### src/sv/hkb_pkg.sv
// ----------------------------------------------------------------------------
// Hashed key builder package
// Shared constants, payload types, character helpers and the FNV-1a hash step.
// ----------------------------------------------------------------------------
package hkb_pkg;

	localparam int PREFIX_LEN  = 8;
	localparam int KEY_MAX     = 26;
	localparam int QUEUE_DEPTH = 2;

	localparam int CNT_W = $clog2(PREFIX_LEN + 1);
	localparam int IDX_W = (PREFIX_LEN > 1) ? $clog2(PREFIX_LEN) : 1;
	localparam int HEX_DIGITS = 16;
	localparam int HEX_W = $clog2(HEX_DIGITS + 1);

	localparam logic [63:0] HASH_BASIS = 64'hcbf29ce484222325;
	localparam logic [7:0]  CAP_RESET  = 8'd255;
	localparam logic [7:0]  CHAR_DASH  = 8'h2d;

	typedef struct packed {
		logic [7:0] in_byte;
		logic       in_last;
	} in_item_t;

	typedef struct packed {
		logic [7:0] key_char;
		logic       refused;
		logic       key_last;
	} out_item_t;

	typedef logic [PREFIX_LEN-1:0][7:0] prefix_t;

	typedef struct packed {
		logic [63:0]      hash;
		prefix_t          prefix;
		logic [CNT_W-1:0] count;
		logic             refused;
	} job_t;

	function automatic logic is_alnum(input logic [7:0] b);
		return b inside {[8'h30:8'h39], [8'h41:8'h5a], [8'h61:8'h7a]};
	endfunction

	function automatic logic [7:0] hex_char(input logic [3:0] nib);
		if (nib < 4'd10) begin
			return 8'h30 + {4'd0, nib};
		end else begin
			return 8'h57 + {4'd0, nib};
		end
	endfunction

	// The prime is 2^40 + 2^8 + 0xb3, so the product is a sum of shifted copies.
	function automatic logic [63:0] fnv_step(input logic [63:0] h, input logic [7:0] b);
		logic [63:0] x;
		x = h ^ {56'd0, b};
		return (x << 40) + (x << 8) + (x << 7) + (x << 5) + (x << 4) + (x << 1) + x;
	endfunction

endpackage

### src/sv/hkb_front.sv
// ----------------------------------------------------------------------------
// Hashed key builder front end
// Accepts identifier bytes, folds them into the hash, keeps the prefix and
// queues one job per identifier.
// ----------------------------------------------------------------------------
module hkb_front import hkb_pkg::*; (
	input  logic        clk,
	input  logic        arst_n,
	input  logic        item_valid,
	output logic        item_stall,
	input  in_item_t    item,
	input  logic        cfg_we,
	input  logic [7:0]  cfg_wdata,
	output logic        push,
	output job_t        push_data,
	input  logic        queue_full
);

	logic [63:0]      hash_q;
	prefix_t          prefix_q;
	logic [CNT_W-1:0] count_q;
	logic [7:0]       cap_q;

	logic             accept;
	logic             keep;
	logic [63:0]      hash_n;
	prefix_t          prefix_n;
	logic [CNT_W-1:0] count_n;

	assign item_stall = queue_full;
	assign accept     = item_valid && !item_stall;

	always_comb begin
		hash_n   = fnv_step(hash_q, item.in_byte);
		keep     = is_alnum(item.in_byte) && (count_q < CNT_W'(PREFIX_LEN));
		prefix_n = prefix_q;
		count_n  = count_q;
		if (keep) begin
			prefix_n[count_q[IDX_W-1:0]] = item.in_byte;
			count_n = count_q + 1'b1;
		end
	end

	assign push              = accept && item.in_last;
	assign push_data.hash    = hash_n;
	assign push_data.prefix  = prefix_n;
	assign push_data.count   = count_n;
	assign push_data.refused = cap_q < 8'(KEY_MAX);

	always_ff @(posedge clk or negedge arst_n) begin
		if (!arst_n) begin
			hash_q  <= HASH_BASIS;
			count_q <= '0;
			cap_q   <= CAP_RESET;
		end else begin
			if (cfg_we) begin
				cap_q <= cfg_wdata;
			end
			if (accept) begin
				if (item.in_last) begin
					hash_q  <= HASH_BASIS;
					count_q <= '0;
				end else begin
					hash_q  <= hash_n;
					count_q <= count_n;
				end
			end
		end
	end

	always_ff @(posedge clk) begin
		if (accept) begin
			prefix_q <= prefix_n;
		end
	end

endmodule

### src/sv/hkb_queue.sv
// ----------------------------------------------------------------------------
// Hashed key builder job queue
// A short first-in first-out queue of finished identifiers between the
// front end and the key emitter.
// ----------------------------------------------------------------------------
module hkb_queue import hkb_pkg::*; (
	input  logic clk,
	input  logic arst_n,
	input  logic push,
	input  job_t push_data,
	output logic full,
	input  logic pop,
	output job_t pop_data,
	output logic empty
);

	localparam int PTR_W = (QUEUE_DEPTH > 1) ? $clog2(QUEUE_DEPTH) : 1;
	localparam int FILL_W = $clog2(QUEUE_DEPTH + 1);

	job_t              slots_q [QUEUE_DEPTH];
	logic [PTR_W-1:0]  wr_ptr_q;
	logic [PTR_W-1:0]  rd_ptr_q;
	logic [FILL_W-1:0] fill_q;

	assign full     = fill_q == FILL_W'(QUEUE_DEPTH);
	assign empty    = fill_q == '0;
	assign pop_data = slots_q[rd_ptr_q];

	function automatic logic [PTR_W-1:0] wrap_inc(input logic [PTR_W-1:0] p);
		if (p == PTR_W'(QUEUE_DEPTH - 1)) begin
			return '0;
		end else begin
			return p + 1'b1;
		end
	endfunction

	always_ff @(posedge clk or negedge arst_n) begin
		if (!arst_n) begin
			wr_ptr_q <= '0;
			rd_ptr_q <= '0;
			fill_q   <= '0;
		end else begin
			if (push) begin
				wr_ptr_q <= wrap_inc(wr_ptr_q);
			end
			if (pop) begin
				rd_ptr_q <= wrap_inc(rd_ptr_q);
			end
			if (push && !pop) begin
				fill_q <= fill_q + 1'b1;
			end else if (pop && !push) begin
				fill_q <= fill_q - 1'b1;
			end
		end
	end

	always_ff @(posedge clk) begin
		if (push) begin
			slots_q[wr_ptr_q] <= push_data;
		end
	end

endmodule

### src/sv/hkb_back.sv
// ----------------------------------------------------------------------------
// Hashed key builder key emitter
// Takes one job at a time from the queue and sends its key one character
// per beat through an output register.
// ----------------------------------------------------------------------------
module hkb_back import hkb_pkg::*; (
	input  logic      clk,
	input  logic      arst_n,
	input  logic      queue_empty,
	output logic      pop,
	input  job_t      pop_data,
	output logic      key_valid,
	input  logic      key_stall,
	output out_item_t key
);

	logic             busy_q;
	logic             refused_q;
	logic             dash_q;
	logic [CNT_W-1:0] pfx_left_q;
	logic [HEX_W-1:0] hex_left_q;
	prefix_t          prefix_q;
	logic [63:0]      hash_q;
	logic             key_valid_q;
	out_item_t        key_q;

	logic             advance;
	out_item_t        beat;
	logic             done;

	assign advance   = !key_valid_q || !key_stall;
	assign pop       = !busy_q && !queue_empty;
	assign key_valid = key_valid_q;
	assign key       = key_q;

	always_comb begin
		beat = '0;
		done = 1'b0;
		if (refused_q) begin
			beat.refused  = 1'b1;
			beat.key_last = 1'b1;
			done          = 1'b1;
		end else if (pfx_left_q != '0) begin
			beat.key_char = prefix_q[0];
		end else if (dash_q) begin
			beat.key_char = CHAR_DASH;
		end else begin
			beat.key_char = hex_char(hash_q[63:60]);
			beat.key_last = hex_left_q == HEX_W'(1);
			done          = beat.key_last;
		end
	end

	always_ff @(posedge clk or negedge arst_n) begin
		if (!arst_n) begin
			busy_q      <= 1'b0;
			key_valid_q <= 1'b0;
		end else begin
			if (pop) begin
				busy_q <= 1'b1;
			end else if (busy_q && advance && done) begin
				busy_q <= 1'b0;
			end
			if (advance) begin
				key_valid_q <= busy_q;
			end
		end
	end

	always_ff @(posedge clk) begin
		if (pop) begin
			refused_q  <= pop_data.refused;
			pfx_left_q <= pop_data.count;
			dash_q     <= pop_data.count != '0;
			hex_left_q <= HEX_W'(HEX_DIGITS);
			prefix_q   <= pop_data.prefix;
			hash_q     <= pop_data.hash;
		end else if (busy_q && advance) begin
			if (pfx_left_q != '0) begin
				pfx_left_q <= pfx_left_q - 1'b1;
				prefix_q   <= prefix_q >> 8;
			end else if (dash_q) begin
				dash_q <= 1'b0;
			end else begin
				hex_left_q <= hex_left_q - 1'b1;
				hash_q     <= hash_q << 4;
			end
		end
		if (advance) begin
			key_q <= beat;
		end
	end

endmodule

### src/sv/hashed_key_builder.sv
// ----------------------------------------------------------------------------
// Hashed key builder
// Builds a readable prefix plus 64-bit FNV-1a hex key from identifier bytes.
// Throughput: one input byte per cycle while the job queue is not full;
// keys leave at one character per cycle while key_stall is low, and the
// output idles between keys while the emitter loads the next job.
// Input stalls only while the two-entry job queue is full.
// Reset: hash to the offset basis, prefix empty, capacity 255, queue empty.
// ----------------------------------------------------------------------------
module hashed_key_builder import hkb_pkg::*; (
	input  logic       clk,
	input  logic       arst_n,
	input  logic       item_valid,
	output logic       item_stall,
	input  in_item_t   item,
	output logic       key_valid,
	input  logic       key_stall,
	output out_item_t  key,
	input  logic       cfg_we,
	input  logic [7:0] cfg_wdata
);

	logic push;
	job_t push_data;
	logic queue_full;
	logic pop;
	job_t pop_data;
	logic queue_empty;

	hkb_front u_front (
		.clk        (clk),
		.arst_n     (arst_n),
		.item_valid (item_valid),
		.item_stall (item_stall),
		.item       (item),
		.cfg_we     (cfg_we),
		.cfg_wdata  (cfg_wdata),
		.push       (push),
		.push_data  (push_data),
		.queue_full (queue_full)
	);

	hkb_queue u_queue (
		.clk       (clk),
		.arst_n    (arst_n),
		.push      (push),
		.push_data (push_data),
		.full      (queue_full),
		.pop       (pop),
		.pop_data  (pop_data),
		.empty     (queue_empty)
	);

	hkb_back u_back (
		.clk         (clk),
		.arst_n      (arst_n),
		.queue_empty (queue_empty),
		.pop         (pop),
		.pop_data    (pop_data),
		.key_valid   (key_valid),
		.key_stall   (key_stall),
		.key         (key)
	);

endmodule

### config.mk
export PLATFORM = sky130hd
export DESIGN_NAME = hashed_key_builder
export DESIGN_NICKNAME = d
export VERILOG_FILES = /design/src/sv/hkb_pkg.sv /design/src/sv/hkb_front.sv /design/src/sv/hkb_queue.sv /design/src/sv/hkb_back.sv /design/src/sv/hashed_key_builder.sv
export SDC_FILE = /design/constraint.sdc
export NUM_CORES = 1
export LEC_CHECK = 0
export BUFFER_PORTS_ARGS = -buffer_cell sky130_fd_sc_hd__buf_2
export CORE_MARGIN = 4
export CORE_UTILIZATION = 50
export DETAILED_ROUTE_END_ITERATION = 10
export HOLD_SLACK_MARGIN = 0.15
export PLACE_DENSITY = 0.71
export RECOVER_POWER = 50
export REMOVE_ABC_BUFFERS = 1
export SLEW_MARGIN = 20
export SYNTH_ARGS = -nofsm -noshare
export SYNTH_HDL_FRONTEND = slang
export SYNTH_HIERARCHICAL = 1
export SYNTH_SLANG_ARGS = --single-unit
### constraint.sdc
create_clock -name clk -period 9.17 [get_ports clk]
set_clock_uncertainty 0.15 [all_clocks]
set_input_delay 0.917 -clock clk [delete_from_list [all_inputs] [get_ports clk]]
set_output_delay 0.917 -clock clk [all_outputs]
set_load 0.05 [all_outputs]
==> impl_metrics.tcl, run 1 <==
set metrics [dict create \
    cts_buffer_depth 3 \
    layout_min_cycle_time_ns 7.36 \
    cts_tree "done" \
    startpoint_type "register" \
    synth_top_family_by_area "adder cells" \
    routed_via_density 5.49 \
    numCtsBuffers 56 \
    synthSimpleGateAreaFrac_pct 8.62 \
    synth_compound_area_share_pct 5.84 \
    routed_wl_um 71800 \
    synth.area.mux_share_pct 7.53 \
    fmax_mhz 136 \
    cts_setup_buffers 0 \
    yosys_warnings 6 \
    synth_edf_count 474 \
    maxCapViolCount 12 \
    synth_fa_ha_area_share_pct 19.3 \
    postCtsResizedCells 0 \
    root_buffer "clkbuf_16" \
    dieWidth_um 264 \
    hold_path.class "reg -> reg" \
    io_buffers 32 \
    avgSynthCellArea_um2 12.4 \
    grt_max_degree 76 \
    multi_input_area_um2 14400 \
    layout_setup_ws_ns 1.81 \
    critPathMaxFanout 75 \
    timing.final.max_slew_violations 584 \
    synth-main-ff-cell "edfxtp_1" \
    cts_num_sinks 560 \
    cts_hold_buf 0 \
    hold_violations 0 \
    ant_nets 0 \
    core_um2 64800 \
    n_antenna_cell 0 \
    status "finished, violations left" \
    ys_ff_latch 560 \
    required_ns 9.25 \
    place.gp.congestion 0.941 \
    slew_headroom_pct -171 \
    die_height_um 264 \
    initial_core_util_pct 50.7 \
    violations "capacitance limit, slew limit" \
    syn_inst 2655 \
    register_area_um2 16400 \
    setup_tns_ns 0 \
    worstMarginPinSlew_ns 4.06 \
    wl_per_cell_um 20.1 \
    min_period_over_period_pct 80.3 \
    synth-seq-area-share_pct 49.9 \
    grt_pass1_wl_um 115000 \
    n_fill_cell 5338 \
    hpwl_um 48800 \
    dr.pass1.iters 5 \
    grt_pass1_vias 20700 \
    post-route-drc-count 0 \
    synth.distinct_cells 96 \
    routed-via-count 19600 \
    async_reset_ff_share_pct 14.5 \
    drive_gt1_share_pct 13.6 \
    yosys.area_share.xor_xnor_pct 2.47 \
    rows 93 \
    netlist_area_um2 32900 \
    ios 34 \
    path_clk_slew_ns 0.06 \
    grt.total_usage_pct 20.7 \
    drt_iter0_drc 1365 \
    finalSetupViolCount 0 \
    rsz0062_at_grt "no" \
    clkLatencyLatePin_ns 0.65 \
    antenna_found_initial 0 \
    htreeDepth 2 \
    grt_overflow 0 \
    layout.nets 3051 \
    dp_slack_ns 1.99 \
    area_delta_synth_final_pct 7.92 \
    critical_path_class "reg -> reg" \
    die_area_um2 69900 \
    worstSetupEndpointType "register" \
    arrival_ns 7.45 \
]
-- critical path, stage by stage, from the launching register on --
cell and delay, ns:
dfrtp_1 0.42, nor2_1 0.13, or2_0 2.61, clkbuf_1 3.00, o21ai_4 0, buf_4 0.53
-- path summary, 6_finish.rpt --
path                              startpoint                  end  slack (ns)  cells after the start
max                        u_queue/fill_q[0]  u_back/prefix_q[47]        1.81                      5
min                        u_front/hash_q[5]    u_front/hash_q[5]        0.32                      2
max reg2reg                u_queue/fill_q[0]  u_back/prefix_q[47]        1.81                      5
min reg2reg                u_front/hash_q[5]    u_front/hash_q[5]        0.32                      2
max in group asynchronous             arst_n   u_front/hash_q[58]        4.33                      2
min in group asynchronous             arst_n   u_front/hash_q[45]        1.09                      1
-- cells in the mapped netlist (all sizes together), types with 8 or more instances --
library cell,count,area (um^2)
edfxtp,474,14200
nand2,452,1700
inv,399,1500
fa,245,4900
mux2,197,2440
ha,116,1450
a21oi,96,495
o21ai,76,395
nor2,72,270
xnor2,58,516
buf,57,374
dfrtp,46,1150
clkbuf,36,171
dfstp,35,920
xor2,34,298
and2,24,150
nand3,24,140
a21o,20,153
nand4,17,106
nor2b,16,103
nor3,14,85.1
a211oi,9,77.6
a22o,9,78.8
o21bai,9,67.6
a31oi,8,62.6
and3,8,51.3
-- area by class of cell --
| type | instances | share of cell area, % |
|---|---|---|
| Sequential cell | 560 | 46.2 |
| Multi-Input combinational cell | 1599 | 40.7 |
| Inverter | 401 | 4.26 |
| Clock buffer | 67 | 4.07 |
| Tap cell | 855 | 3.02 |
| Clock inverter | 39 | 1.08 |
| Timing Repair Buffer | 50 | 0.688 |
-- per-stage QoR --
| stage | utilization [%] | instance area (um^2) | hold WS (ns) | std cells |
|---|---|---|---|---|
| global placement | 52.0 | 33700 | 0.301 | 3465 |
| detailed placement | 52.0 | 33700 | 0.318 | 3465 |
| CTS | 54.8 | 35500 | 0.180 | 3571 |
| global route | 54.7 | 35500 | 0.335 | 3571 |
| finish | 54.7 | 35500 | 0.323 | 3571 |
| floorplan | - | 32300 | 0.284 | 2560 |
-- logic make-up (layout without fill, tap and decap cells) --
kind of cell	after synthesis	count (layout)
compound gates	289	289
xor+xnor	92	92
fa+ha+maj	361	361
buf+inv	496	557
flops	560	560
mux	200	200
simple gates	657	657
-- state kept, by name (all words and copies together), names as in the netlist --
register	cells
u_queue/rd_ptr_q	1
u_front/hash_q	64
u_back/key	10
u_queue/wr_ptr_q	1
u_queue/fill_q	2
u_back/busy_q	1
u_front/count_q	4
u_front/prefix_q	64
u_front/cap_q	7
u_back/hex_left_q	5
u_queue/slots_q	266
u_back/dash_q	1
u_back/prefix_q	64
u_back/pfx_left_q	4
u_back/key_valid	1
u_back/hash_q	64
u_back/refused_q	1
-- layer usage --
| metal | wire [um] | track usage (%) | vias up |
|---|---|---|---|
| li1 | - | - | 8895 |
| met1 | 30600 | 28.4 | 10100 |
| met2 | 35900 | 35.4 | 502 |
| met3 | 3460 | 2.44 | 117 |
| met4 | 1920 | 5.48 | 0 |
| met5 | 0 | 0 | - |
-- cell usage in the layout, fill, tap and decap left out, drive strengths merged, types with 6 or more instances in the layout --
cell type  netlist  final
a211oi           9      9
a21o            20     20
o21a             7      7
xor2            34     34
xnor2           58     58
and2            24     24
nor2            72     72
inv            399    404
a31o             7      7
buf             57     25
a21oi           96     96
clkinv           2     29
nand2b           6      6
nand4           17     17
o21ai           76     76
fa             245    245
edfxtp         474    474
nor2b           16     16
dfstp           35     35
and3             8      8
nand2          452    452
mux2           197    197
a31oi            8      8
o21bai           9      9
clkbuf          36     92
ha             116    116
a22o             9      9
nor3            14     14
dfrtp           46     46
nand3           24     24
Power of run 1 is not shown: default switching activity piles up to over one toggle a cycle in this logic, so the estimate is an artifact.
==> inputs of run 2 (changes only) <==
- PLACE_DENSITY: 0.71 -> 0.74
- clock period: 9.17 -> 6.6 ns (I/O delays scaled with it)
==> run 2 against run 1 <==
The run still ends with capacitance limit, slew limit left. Core utilization is 0.16 points higher. Global-route usage is 0.27 points lower. Worst hold slack worse by 0.077 ns. Register-to-register slack worse by 1.1 ns. Critical path type unchanged.
==> impl_metrics.tcl, run 2 (synthesis results as in run 1) <==
set metrics [dict create \
    startpoint_type "register" \
    htreeDepth 2 \
    hold_path.class "in -> reg" \
    fmax_mhz 169 \
    finalSetupViolCount 0 \
    worstMarginPinSlew_ns 3.22 \
    final_common_cell "edfxtp_1" \
    required_ns 6.71 \
    ios 34 \
    grt_max_degree 76 \
    min_from "cfg_we" \
    timing.final.max_slew_violations 518 \
    worstSetupEndpointType "register" \
    min_period_over_period_pct 89.9 \
    initial_core_util_pct 50.7 \
    register_area_um2 16400 \
    hpwl_um 49100 \
    final_cell_mix "474 x edfxtp_1, 452 x nand2_1, 397 x inv_1" \
    rows 93 \
    routed_wl_um 71100 \
    maxCapViolCount 11 \
    dr.pass1.iters 6 \
    hold_depth 2 \
    drt_iter0_drc 1563 \
    status "finished, violations left" \
    area_delta_synth_final_pct 8.23 \
    largest_register_ffs 266 \
    wl_per_cell_um 19.8 \
    n_antenna_cell 0 \
    die_area_um2 69900 \
    drive_gt1_share_pct 14.7 \
    regMostFlops "u_queue/slots_q" \
    r2r_cells 6 \
    cts_buffer_depth 3 \
    cts_setup_buffers 0 \
    ant_nets 0 \
    path_clk_slew_ns 0.06 \
    grt.total_usage_pct 20.4 \
    post-route-drc-count 0 \
    critical_path_class "reg -> reg" \
    arrival_ns 6.04 \
    antenna_found_initial 0 \
    place.gp.congestion 0.939 \
    root_buffer "clkbuf_16" \
    setup_tns_ns 0 \
    routed-via-count 19700 \
    cts_tree "done" \
    r2r-start "u_queue/fill_q[1]" \
    placed_area_um2 33800 \
    layout_min_cycle_time_ns 5.93 \
    finalInstanceArea_um2 35600 \
    grt_pass1_wl_um 114000 \
    grt_pass1_vias 20900 \
    critPathMaxFanout 51 \
    violations "capacitance limit, slew limit" \
    rsz0062_at_grt "no" \
    die_height_um 264 \
    core_um2 64800 \
    multi_input_area_um2 14400 \
    clkLatencyLatePin_ns 0.64 \
    io_buffers 32 \
    cts_num_sinks 560 \
    layout.nets 3073 \
    grt_overflow 0 \
    numCtsBuffers 56 \
    routed_via_density 5.49 \
    slew_headroom_pct -115 \
    worstSetupStartpoint "u_queue/fill_q[1]" \
    hold_violations 0 \
    n_fill_cell 5282 \
    dieWidth_um 264 \
]
run 2: per-layer routing:
layer / wire [um] / vias to the layer above / global-route usage (%)
met4: 1930 / 0 / 5.70
met2: 35200 / 562 / 34.9
met1: 30400 / 10100 / 27.9
li1: - / 8933 / -
met5: 0 / - / 0
met3: 3530 / 128 / 2.44
run 2: per-stage QoR:
step                      hold WS (ns)  setup slack, ns  utilization, %  cells
final                            0.246            0.669            54.9   3588
after global routing             0.231            0.211            54.9   3588
after CTS                        0.209            0.651            55.0   3587
after detailed placement         0.312            0.356            52.2   3478
after global placement           0.298            0.424            52.2   3478
after floorplan                  0.214            -2.04               -   2560
run 2: timing repair:
item / CTS / global route
hold endpoints to repair: 30 / 0
gates resized for setup: 0 / 0
hold buffers: 8 / 0
run 2: critical path, stage by stage, from the launching register on:
cell,delay (ns)
dfrtp_1,0.40
nor2b_1,0.14
nand2b_2,0.18
clkbuf_1,1.17
nor2_1,0.72
nor2b_1,2.13
buf_4,0.63
run 2: path summary, 6_finish.rpt:
path	to	slack [ns]
max	u_queue/slots_q[0][132]	0.67
min	u_front/cap_q[6]	0.25
max reg2reg	u_queue/slots_q[0][132]	0.67
min reg2reg	u_front/hash_q[5]	0.32
max in group asynchronous	u_front/hash_q[35]	1.54
min in group asynchronous	u_front/hash_q[45]	1.21
run 2: final cells by class:
cell class	instances	share of cell area [%]
clock inverters	28	0.700
flip-flops and latches	560	46.1
repair buffers	72	1.25
multi-input cells	1599	40.5
well taps	855	3.01
clock buffers	73	4.17
inverters	401	4.24
Power of run 2 is left out for the same reason.
